`src/design/rgb_histogram_with_peak_core_defines.svh`:
```
// ----------------------------------------------------------------------------
// rgb_histogram_with_peak_core assertion macros
// Shared concurrent assertion forms, clocked on clk, disabled in reset.
// ----------------------------------------------------------------------------
`ifndef RGB_HISTOGRAM_WITH_PEAK_CORE_DEFINES_SVH
`define RGB_HISTOGRAM_WITH_PEAK_CORE_DEFINES_SVH

// same-cycle implication
`define RHP_ASSERT_NOW(lbl, pre, post, msg) \
  lbl: assert property (@(posedge clk) disable iff (!rst_n) (pre) |-> (post)) \
    else $error(msg);

// next-cycle implication
`define RHP_ASSERT_NEXT(lbl, pre, post, msg) \
  lbl: assert property (@(posedge clk) disable iff (!rst_n) (pre) |=> (post)) \
    else $error(msg);

`endif

```
`src/design/rhp_pkg.sv`:
```
// ----------------------------------------------------------------------------
// rhp_pkg
// Constants, codes and controller/datapath link types of the RGB histogram.
// ----------------------------------------------------------------------------
`timescale 1ns / 1ps

package rhp_pkg;

  localparam int BIN_COUNT  = 256;
  localparam int COUNT_BITS = 24;
  localparam int FIELD_W    = 8;
  localparam int OP_W       = 2;
  localparam int CH_W       = 3;

  localparam logic [CH_W-1:0] CH_EN_RESET = 3'd7;

  typedef enum logic [OP_W-1:0] {
    OP_ACCUM = 2'd0,
    OP_READ  = 2'd1,
    OP_CLEAR = 2'd2
  } op_t;

  typedef enum logic [1:0] {
    ST_CLEAR,
    ST_IDLE,
    ST_ACC,
    ST_RD
  } state_t;

  typedef struct packed {
    logic capture;
    logic sel_bin;
    logic clr_start;
    logic clr_wr;
    logic acc_wr;
    logic load_out;
  } dp_cmd_t;

  typedef struct packed {
    logic clr_last;
  } dp_stat_t;

endpackage

```
`src/design/rhp_ctrl.sv`:
```
// ----------------------------------------------------------------------------
// rhp_ctrl
// Sequencer: clearing sweep, read-modify-write of a pixel, bin read-out.
// ----------------------------------------------------------------------------
`timescale 1ns / 1ps

`include "rgb_histogram_with_peak_core_defines.svh"

module rhp_ctrl (
  input  logic                     clk,
  input  logic                     rst_n,
  input  logic                     in_valid,
  input  logic [rhp_pkg::OP_W-1:0] in_op,
  output logic                     in_ready,
  output logic                     out_valid,
  input  logic                     out_ready,
  input  rhp_pkg::dp_stat_t        stat,
  output rhp_pkg::dp_cmd_t         cmd
);

  rhp_pkg::state_t state_r, state_nxt;
  logic            out_valid_r, out_valid_nxt;
  logic            out_free;
  rhp_pkg::op_t    op;

  assign op       = rhp_pkg::op_t'(in_op);
  assign out_free = !out_valid_r || out_ready;

  always_comb begin
    state_nxt = state_r;
    unique case (state_r)
      rhp_pkg::ST_CLEAR: begin
        if (stat.clr_last) state_nxt = rhp_pkg::ST_IDLE;
      end
      rhp_pkg::ST_IDLE: begin
        if (in_valid) begin
          unique case (op)
            rhp_pkg::OP_ACCUM: state_nxt = rhp_pkg::ST_ACC;
            rhp_pkg::OP_READ:  state_nxt = rhp_pkg::ST_RD;
            rhp_pkg::OP_CLEAR: state_nxt = rhp_pkg::ST_CLEAR;
            default:           state_nxt = rhp_pkg::ST_IDLE;
          endcase
        end
      end
      rhp_pkg::ST_ACC: begin
        state_nxt = rhp_pkg::ST_IDLE;
      end
      rhp_pkg::ST_RD: begin
        if (out_free) state_nxt = rhp_pkg::ST_IDLE;
      end
      default: state_nxt = rhp_pkg::ST_IDLE;
    endcase
  end

  always_comb begin
    cmd           = '0;
    in_ready      = 1'b0;
    cmd.sel_bin   = (op == rhp_pkg::OP_READ);
    unique case (state_r)
      rhp_pkg::ST_CLEAR: begin
        cmd.clr_wr = 1'b1;
      end
      rhp_pkg::ST_IDLE: begin
        in_ready      = 1'b1;
        cmd.capture   = in_valid;
        cmd.clr_start = in_valid && (op == rhp_pkg::OP_CLEAR);
      end
      rhp_pkg::ST_ACC: begin
        cmd.acc_wr = 1'b1;
      end
      rhp_pkg::ST_RD: begin
        cmd.load_out = out_free;
      end
      default: begin
        cmd = '0;
      end
    endcase
  end

  always_comb begin
    out_valid_nxt = out_valid_r;
    priority if (cmd.load_out) begin
      out_valid_nxt = 1'b1;
    end else if (out_ready) begin
      out_valid_nxt = 1'b0;
    end
  end

  always_ff @(posedge clk) begin
    if (!rst_n) begin
      state_r     <= rhp_pkg::ST_CLEAR;
      out_valid_r <= 1'b0;
    end else begin
      state_r     <= state_nxt;
      out_valid_r <= out_valid_nxt;
    end
  end

  assign out_valid = out_valid_r;

  `RHP_ASSERT_NOW(a_no_accept_in_sweep, cmd.clr_wr, !in_ready, "item accepted during clear sweep")
  `RHP_ASSERT_NEXT(a_load_sets_valid, cmd.load_out, out_valid, "loaded result not presented")
  `RHP_ASSERT_NEXT(a_acc_one_cycle, state_r == rhp_pkg::ST_ACC, state_r == rhp_pkg::ST_IDLE, "accumulate write overran")
  `RHP_ASSERT_NEXT(a_clear_starts_sweep, cmd.clr_start, state_r == rhp_pkg::ST_CLEAR, "clear item did not start sweep")

endmodule

```
`config.mk`:
```
export PLATFORM = sky130hd
export DESIGN_NAME = rhp_ctrl
export DESIGN_NICKNAME = d
export VERILOG_FILES = /design/src/design/rhp_pkg.sv /design/src/design/rhp_ctrl.sv
export VERILOG_INCLUDE_DIRS = /design/src /design/src/design
export SDC_FILE = /design/constraint.sdc
export NUM_CORES = 1
export LEC_CHECK = 0
export BUFFER_PORTS_ARGS = -buffer_cell sky130_fd_sc_hd__buf_2
export CORE_AREA = 2 2 39 41
export CTS_BUF_LIST = sky130_fd_sc_hd__clkbuf_4
export CTS_CLUSTER_DIAMETER = 150
export CTS_CLUSTER_SIZE = 16
export DETAILED_ROUTE_END_ITERATION = 12
export DIE_AREA = 0 0 41 43
export GPL_TIMING_DRIVEN = 0
export HOLD_SLACK_MARGIN = 0.12
export PLACE_DENSITY = 0.36
export SKIP_LAST_GASP = 1
export SLEW_MARGIN = 20
export SYNTH_ARGS = -nofsm -noshare
export SYNTH_HDL_FRONTEND = slang
export SYNTH_SLANG_ARGS = --single-unit
```
`constraint.sdc`:
```
create_clock -name clk -period 1.3 [get_ports clk]
set_input_delay 0.065 -clock clk [delete_from_list [all_inputs] [get_ports clk]]
set_output_delay 0.065 -clock clk [all_outputs]
set_load 0.02 [all_outputs]
```
Word-level counts from Yosys, hierarchy flattened
Index checks and enable logic that the tools add are counted.
W data, S select, Z words.

word-level totals
  word-level logic and storage cells = 30
  input port bits = 7
  output and inout port bits = 8
  register bits = 3

cells by class
  multiplexer cells = 13
  eq/ne operators = 8
  reductions and logical operators = 7

operators by type and width
  kind                  number
  $mux W1               8
  $pmux W2 S4           1
  $eq A2 B2 Y1 const B  3
  $mux W2               3
  $ne A2 B2 Y1 const B  3
  $pmux W2 S3           1
  $eq A2 B1 Y1 const B  2
  $logic_not A2 Y1      2
  $reduce_and A3 Y1     1
  $reduce_bool A2 Y1    1
  $logic_and A1 B1 Y1   1
  $logic_not A1 Y1      1
  $logic_or A1 B1 Y1    1

Logic depth before layout (Yosys ltp)
Gate-level depths: netlist (run 1).

  depth in word-level cells = 4
  depth in mapped cells = 3
  gate-level depth less buffers = 2

Worst setup path before layout (run 1)
OpenSTA, ideal clock, no wires.

  kind = register -> register
  start = register state_r[0]
  end = register state_r[0]
  path buffers = 0
  path slack = 248 ps
  required time = 1159 ps
  period minus slack after synthesis = 1052 ps
  arrival = 911 ps
  cell stages (with the launch flop) = 3
  setup time = 141 ps
  cell sequence = dfxtp_1 > nor2b_1 > a311oi_1

between the ends
  longest elaborated chain between the ends = 3
  elaborated cells between the ends (all ways) = 9
  those cells by class = eq/ne: 6; mux: 1; reduce/logical: 2

ends and longest elaborated chain
  what                                        line            RTL
  start: declaration                          rhp_ctrl.sv:21  rhp_pkg::state_t state_r, state_nxt;
  start signal: assignment                    rhp_ctrl.sv:91  state_r <= rhp_pkg::ST_CLEAR;
  start signal: assignment                    rhp_ctrl.sv:94  state_r <= state_nxt;
  $eq A2 B2 Y1, or another cell as far along  rhp_ctrl.sv:31  unique case (state_r)
  $ne A2 B2 Y1 (no line)                      --
  $reduce_and A3 Y1 (no line)                 --

Several ways; a longest one is shown, not always the timed one.
A chain may end at the register's enable or synchronous reset.

==> results of run 1 <==
cell usage in the layout, fill, tap and decap left out, types with 2 or more instances in the layout:
cell type       n
buf_2          12
clkbuf_4        4
nor2b_1         3
dlygate4sd3_1   3
nand2_1         2
inv_1           2
nor2_1          2
a21oi_1         2
dfxtp_2         2
layout make-up:
| cell class | instances | share of cell area, % |
|---|---|---|
| tap | 16 | 6.08 |
| buffer | 1 | 2.28 |
| sequential | 3 | 19.0 |
| timing repair buffer | 16 | 30.8 |
| clock buffer | 4 | 9.13 |
| inverter | 2 | 2.28 |
| multi-input combinational | 16 | 30.4 |
layer usage:
metal | GRT usage (%) | vias up | wire length [µm]
met4 | 8.00 | 0 | 0
li1 | - | 114 | -
met2 | 8.13 | 13 | 204
met3 | 2.09 | 0 | 46
met5 | 0 | - | 0
met1 | 7.99 | 90 | 221
registers in the layout (all words and copies together), names as in the netlist:
register / count
out_valid: 1
state_r: 2
synth_stat cells, drive strengths merged:
cell type	instances
a21oi	2
a311oi	1
and3	1
and3b	1
buf	1
dfxtp	3
inv	2
nand2	2
nand2b	1
nand3b	1
nor2	2
nor2b	3
nor3	1
or3b	1
critical path: cells and delay by family:
family / cells / cell delay [ns]
buf+inv: 2 / 0.69
simple gates: 2 / 0.37
cell families (layout without fill, tap and decap cells):
group / Yosys count / after routing / synth area share, %
AOI/OAI and AO/OA: 3 / 3 / 11.0
DFF: 3 / 3 / 35.3
and+or+nand+nor: 13 / 13 / 44.9
buffers and inverters: 3 / 23 / 8.83
per-stage QoR:
| step | total power [mW] | util [%] | setup WS [ns] |
|---|---|---|---|
| final | 0.344 | 23.8 | 0.110 |
| after CTS | 0.353 | 23.1 | 0.0165 |
| after global routing | 0.374 | 23.8 | 0.0656 |
| after detailed placement | 0.156 | 18.8 | 0.273 |
| after global placement | 0.157 | 18.8 | 0.259 |
| after floorplan | 0.132 | - | 0.248 |
repair_timing:
| action | in CTS | in global routing |
|---|---|---|
| hold endpoints to repair | 3 | 0 |
| hold buffers | 3 | 0 |
| setup endpoints to repair | 0 | 2 |
| resized for setup | 0 | 5 |
how the worst max path moves through the flow:
| stage | from | cells after the start | endpoint |
|---|---|---|---|
| floorplan | state_r[0] | 2 | state_r[0] |
| global placement | state_r[1] | 3 | cmd[3] |
| detailed placement | state_r[1] | 3 | cmd[3] |
| CTS | in_valid | 5 | cmd[3] |
| global route | in_valid | 4 | cmd[3] |
| finish | in_valid | 4 | cmd[3] |
power by group:
part	switching, mW	total [mW]	internal [mW]
registers	0.00578	0.103	0.0970
logic	0.0306	0.0595	0.0289
clock network	0.0460	0.182	0.136
==> results.toml, run 1 <==
[outcome]
status = "finished clean"

[die]
die_h_um = 43
die_area_um2 = 1760
core_um2 = 1380
dieWidth_um = 41
rows = 14
io_pins = 15
initial_core_util_pct = 12.3

[power]
powerDensity_nw_per_um2 = 1040
p_leak_nw = 0.167
vdd_drop_max_mv = 0.390

[hold_path]
min_to = "out_valid"
hold_path_class = "in2reg"
hp-start = "out_ready"
min_delay_path_depth = 3

[placement]
portBuffers = 14
dpl_cell_area_um2 = 260
dp_hpwl_um = 356
dp_cells = 52
routabilityCongestion = 0.639

[critical_path]
crit_fanout = 3
cp.arrival_ns = 1.12
path_cells = "dlygate4sd3_1 -> and3b_1 -> and3_4 -> buf_6"
regToRegSetupSlack_ns = 0.36
ff2ff_path_depth = 2
cpPeakStageDelay_ns = 0.57
slowest_stage = "dlygate4sd3_1"
worstReg2RegStart = "state_r[1]"
criticalPathCategory = "in2out"
crit_path_end_kind = "output port"
crit_path_start_kind = "primary input"
r2r-end = "state_r[1]"
required_ns = 1.24

[route]
dr.pass1.iters = 4
vias = 217
drc = 0
antenna_left = 0
drt_first_iter_violations = 5
wire_per_inst_um = 8.14
wirelength_um = 472
viasPerCell = 3.74

[clock_network]
cts.htree.levels = 1
cts.reportedPaths.clkPinSlew_ns = 0.04
numCtsBuffers = 3
cts_num_sinks = 3
clkLatencyLatePin_ns = 0.23
cts_setup_buffers = 0
clk_path_buf_depth = 2
cts_root_buffer = "clkbuf_4"
cts_tree = "yes"

[finish]
finalNonFillerCells = 58
syn_to_final_growth_pct = 93.4
drive_above_1_share_pct = 50.0
fin_nets = 50
fillerInstances = 150
final_area_um2 = 329
multiInputGateArea_um2 = 100
n_antenna_cell = 0
regArea_um2 = 62.6

[timing]
setup_viol = 0
finalClockSkew_ns = 0.000321
fmax_mhz = 840
timing.setup.tns_ns = 0
max_slew_margin_pct = 85.8
slew_viol_final = 0
rsz0062_at_grt = "false"
fin_hold_ws_ns = 0.136
finalCritPeriodShare_pct = 91.5
tightest_slew_ns = 0.211
fin_crit_ns = 1.19
finalHoldViolCount = 0

[grt]
first_global_vias = 206
grt_first_pass_wirelength_um = 745
antenna_found_initial = 0
grt_usage_pct = 6.71
grt.overflow.total = 0
grt_max_degree = 9

[job]
drv_cap = 0

[synthesis]
syn_nets = 29
ys_ff_latch = 3
synth_top_area_share_pct = 35.3
avgSynthCellArea_um2 = 7.73
yosysWarnings = 0
ys_types = 14
synth_area_leaders = "dfxtp_1 35%, nor2b_1 11%, a21oi_1 5.9%"
netlist_instances = 22
syn_area_um2 = 170
seq_area_frac_synth_pct = 35.3
synth_top_area_cell = "dfxtp_1"
(Power assumes the default switching activity.)
==> inputs of run 2 (changes only) <==
GPL_TIMING_DRIVEN = unset   (was 0)
MAX_ROUTING_LAYER = met4   (was unset)
==> run 2 against run 1 <==
Against the previous run:
- sequential share of layout area increased by 0.67 points
- critical path depth unchanged
- maximum frequency is 2.5% lower
- via count grew 0.46%
- largest cell class unchanged
==> results.toml, run 2 (synthesized netlist as in run 1, its figures left out) <==
[outcome]
status = "finished clean"

[critical_path]
cp.arrival_ns = 1.16
slowest_stage = "dlygate4sd3_1"
crit_fanout = 3
ff2ff_path_depth = 2
crit_buf_inv = 2
cpPeakStageDelay_ns = 0.57
regToRegSetupSlack_ns = 0.36
crit_path_end_kind = "output port"
criticalPathCategory = "in2out"
r2r-end = "state_r[1]"
cp_top_family = "buffers and inverters"
required_ns = 1.24
worstReg2RegStart = "state_r[1]"
path_cells = "dlygate4sd3_1 -> and3b_1 -> and3_1 -> buf_4"
crit_path_start_kind = "primary input"

[finish]
largest_reg_flops = 2
fin_nets = 49
drive_above_1_share_pct = 43.9
final_area_um2 = 312
fillerInstances = 157
n_antenna_cell = 0
final_util_pct = 22.5
layout_commonest_cell = "buf_2"
top_register = "state_r"
syn_to_final_growth_pct = 83.1
finalNonFillerCells = 57
layout_common_cells = "12 x buf_2, 4 x clkbuf_4, 3 x nor2b_1, 3 x dlygate4sd3_1"

[route]
dr.pass1.iters = 3
wirelength_um = 498
viasPerCell = 3.82
drt_first_iter_violations = 3
antenna_left = 0
drc = 0
wire_per_inst_um = 8.74
vias = 218

[timing]
rsz0062_at_grt = "false"
finalHoldViolCount = 0
timing.setup.tns_ns = 0
max_slew_margin_pct = 86.1
tightest_slew_ns = 0.207
finalClockSkew_ns = 0.00149
fin_crit_ns = 1.22
fin_hold_ws_ns = 0.130
finalCritPeriodShare_pct = 93.9
fmax_mhz = 819
layout_setup_ws_ns = 0.0794
slew_viol_final = 0
setup_viol = 0

[power]
total_power_mw = 0.343
powerDensity_nw_per_um2 = 1100
vdd_drop_max_mv = 0.332
p_leak_nw = 0.162

[clock_network]
cts.htree.levels = 1
cts_setup_buffers = 0
cts_num_sinks = 3
clk_path_buf_depth = 2
numCtsBuffers = 3
clkLatencyLatePin_ns = 0.23
cts.reportedPaths.clkPinSlew_ns = 0.04
cts_root_buffer = "clkbuf_4"
cts_tree = "yes"

[grt]
grt.overflow.total = 0
grt_usage_pct = 6.68
antenna_found_initial = 0
grt_first_pass_wirelength_um = 745
grt_max_degree = 9
first_global_vias = 197

[placement]
dpl_cell_area_um2 = 253
dp_hpwl_um = 362
preCtsSetupSlack_ns = 0.277
dp_cells = 51
portBuffers = 14
routabilityCongestion = 0.596

[hold_path]
hp-start = "in_op[1]"
hold_path_class = "in2reg"
min_delay_path_depth = 3
min_to = "state_r[1]"

[die]
io_pins = 15
core_um2 = 1380
die_h_um = 43
die_area_um2 = 1760
dieWidth_um = 41
rows = 14
initial_core_util_pct = 12.3

[job]
drv_cap = 0
## run 2: cell types whose count changed in the layout (fill, tap and decap cells not counted), sizes merged
cell,change
buf,-1
## run 2: report_power, final
part	internal, mW	total (mW)	switching [mW]
clock network	0.136	0.183	0.0475
logic	0.0275	0.0578	0.0302
registers	0.0963	0.102	0.00575
## run 2: how the worst max path moves through the flow
stage | startpoint | endpoint | slack (ns) | cells after the start
floorplan | state_r[0] | state_r[0] | 0.25 | 2
global placement | state_r[1] | cmd[3] | 0.29 | 3
detailed placement | state_r[1] | cmd[3] | 0.28 | 3
CTS | in_valid | cmd[3] | 0.01 | 5
global route | state_r[0] | cmd[3] | 0.006 | 3
finish | in_valid | cmd[3] | 0.08 | 4
## run 2: what timing repair did
action                     in CTS  in global routing
hold buffers                    3                  0
setup endpoints to repair       0                  1
hold endpoints to repair        3                  0
resized for setup               0                  2
## run 2: area by class of cell
cell class | instances | area, µm² | share of cell area (%)
clock buffers | 4 | 30.0 | 9.64
inverters | 2 | 7.51 | 2.41
multi-input cells | 16 | 95.1 | 30.5
repair buffers | 16 | 97.6 | 31.3
flip-flops and latches | 3 | 61.3 | 19.7
well taps | 16 | 20.0 | 6.43
## run 2: per-layer routing
layer | track usage, % | wire length, µm | vias up
met2 | 7.81 | 199 | 15
li1 | - | - | 111
met5 | - | 0 | -
met1 | 8.97 | 245 | 92
met3 | 1.57 | 53 | 0
met4 | 6.00 | 0 | 0
## run 2: worst register-to-register path: stages (launching register included)
cell and delay, ns:
dfxtp_2 0.34, or3b_1 0.38, a21oi_1 0.14
==> inputs of run 3 (changes only) <==
BUFFER_PORTS_ARGS = -buffer_cell sky130_fd_sc_hd__buf_4   (was -buffer_cell sky130_fd_sc_hd__buf_2)
SLEW_MARGIN = unset   (was 20)
==> run 3 against run 2 <==
Against the previous run:
- first-iteration DRC count shrank 33%
- non-clock buffer count grew 1
- sequential share of layout area shrank 2.1 points
- critical path type is now reg2out
- critical endpoint unchanged
- highest routed layer unchanged
==> results.toml, run 3 (synthesized netlist as in run 1, its figures left out) <==
[clock_network]
cts_root_buffer = "clkbuf_4"
cts_num_sinks = 3
cts.htree.levels = 1
cts.reportedPaths.clkPinSlew_ns = 0.04
numCtsBuffers = 3
cts_tree = "yes"
clkLatencyLatePin_ns = 0.23
clk_path_buf_depth = 2

[hold_path]
hold_path_class = "in2reg"

[finish]
fillerInstances = 146
fin_nets = 50
final_util_pct = 25.2
largest_reg_flops = 2
layout_commonest_cell = "buf_4"
layout_common_cells = "14 x buf_4, 4 x clkbuf_4, 3 x nor2b_1, 3 x dlygate4sd3_1"
n_antenna_cell = 0
syn_to_final_growth_pct = 105
drive_above_1_share_pct = 45.2
top_register = "state_r"

[die]
die_h_um = 43
io_pins = 15
initial_core_util_pct = 12.3
die_area_um2 = 1760
rows = 14
dieWidth_um = 41
core_um2 = 1380

[route]
dr.pass1.iters = 2
wire_per_inst_um = 9.12
drc = 0
wirelength_um = 529
antenna_left = 0
drt_first_iter_violations = 2
viasPerCell = 3.81
vias = 221

[placement]
portBuffers = 14
routabilityCongestion = 0.657

[job]
drv_cap = 0

[timing]
rsz0062_at_grt = "false"
timing.setup.tns_ns = 0
fmax_mhz = 822
finalCritPeriodShare_pct = 93.5
finalHoldViolCount = 0
tightest_slew_ns = 0.196
slew_viol_final = 0
max_slew_margin_pct = 86.8
fin_crit_ns = 1.22
finalClockSkew_ns = 0.00136
setup_viol = 0

[critical_path]
required_ns = 1.24
cp.arrival_ns = 1.15
crit_path_start_kind = "register"
crit_path_end_kind = "output port"
crit_fanout = 7
criticalPathCategory = "reg2out"

[grt]
grt.overflow.total = 0
grt_usage_pct = 8.02
antenna_found_initial = 0
grt_first_pass_wirelength_um = 876
first_global_vias = 213
grt_max_degree = 9

[power]
p_leak_nw = 0.173
vdd_drop_max_mv = 0.399
powerDensity_nw_per_um2 = 1020

[outcome]
status = "finished clean"
-- run 3: final timing paths --
| check | from | end | slack (ns) | cells past startpoint |
|---|---|---|---|---|
| max reg2reg | state_r[1] | state_r[1] | 0.36 | 2 |
| max | state_r[0] | cmd[3] | 0.08 | 3 |
| min | in_op[1] | state_r[1] | 0.12 | 3 |
| min reg2reg | out_valid | state_r[1] | 0.49 | 2 |
-- run 3: worst max-delay path, stage by stage, from the launching register on --
cell and delay, ns:
dfxtp_1 0.41, and3b_1 0.22, and3_1 0.16, buf_4 0.13
-- run 3: where the power goes --
part | total, mW | internal (mW) | leakage, nW | switching (mW)
clock network | 0.185 | 0.136 | 0.0184 | 0.0489
registers | 0.102 | 0.0964 | 0.0250 | 0.00539
logic | 0.0712 | 0.0390 | 0.130 | 0.0321
total | 0.358 | 0.271 | 0.173 | 0.0864
-- run 3: final cells by class --
type | instances | area [µm²] | share of cell area, %
well taps | 16 | 20.0 | 5.73
flip-flops and latches | 3 | 61.3 | 17.6
inverters | 2 | 7.51 | 2.15
clock buffers | 4 | 30.0 | 8.60
repair buffers | 17 | 135 | 38.7
multi-input cells | 16 | 95.1 | 27.2
-- run 3: through the flow --
stage	cells	hold WS, ns	setup WS (ns)	power [mW]	instance area, µm²
floorplan	22	0.177	0.248	0.132	170
global placement	51	0.286	0.284	0.167	288
detailed placement	51	0.291	0.278	0.167	288
CTS	58	0.126	0.0165	0.366	348
global route	58	0.134	0.0308	0.383	349
finish	58	0.121	0.0841	0.358	349
-- run 3: what timing repair did --
action | 4_1_cts | 5_1_grt
hold endpoints to repair | 3 | 0
hold buffers | 3 | 0
setup buffers | 0 | 0
setup endpoints to repair | 0 | 1
gates resized for setup | 0 | 1
-- run 3: layer usage --
layer	global-route usage (%)	routed length, µm	vias to the layer above
met2	10.3	245	17
met3	6.28	72	0
met4	4.00	0	0
met5	-	0	-
li1	-	-	113
met1	8.65	212	91
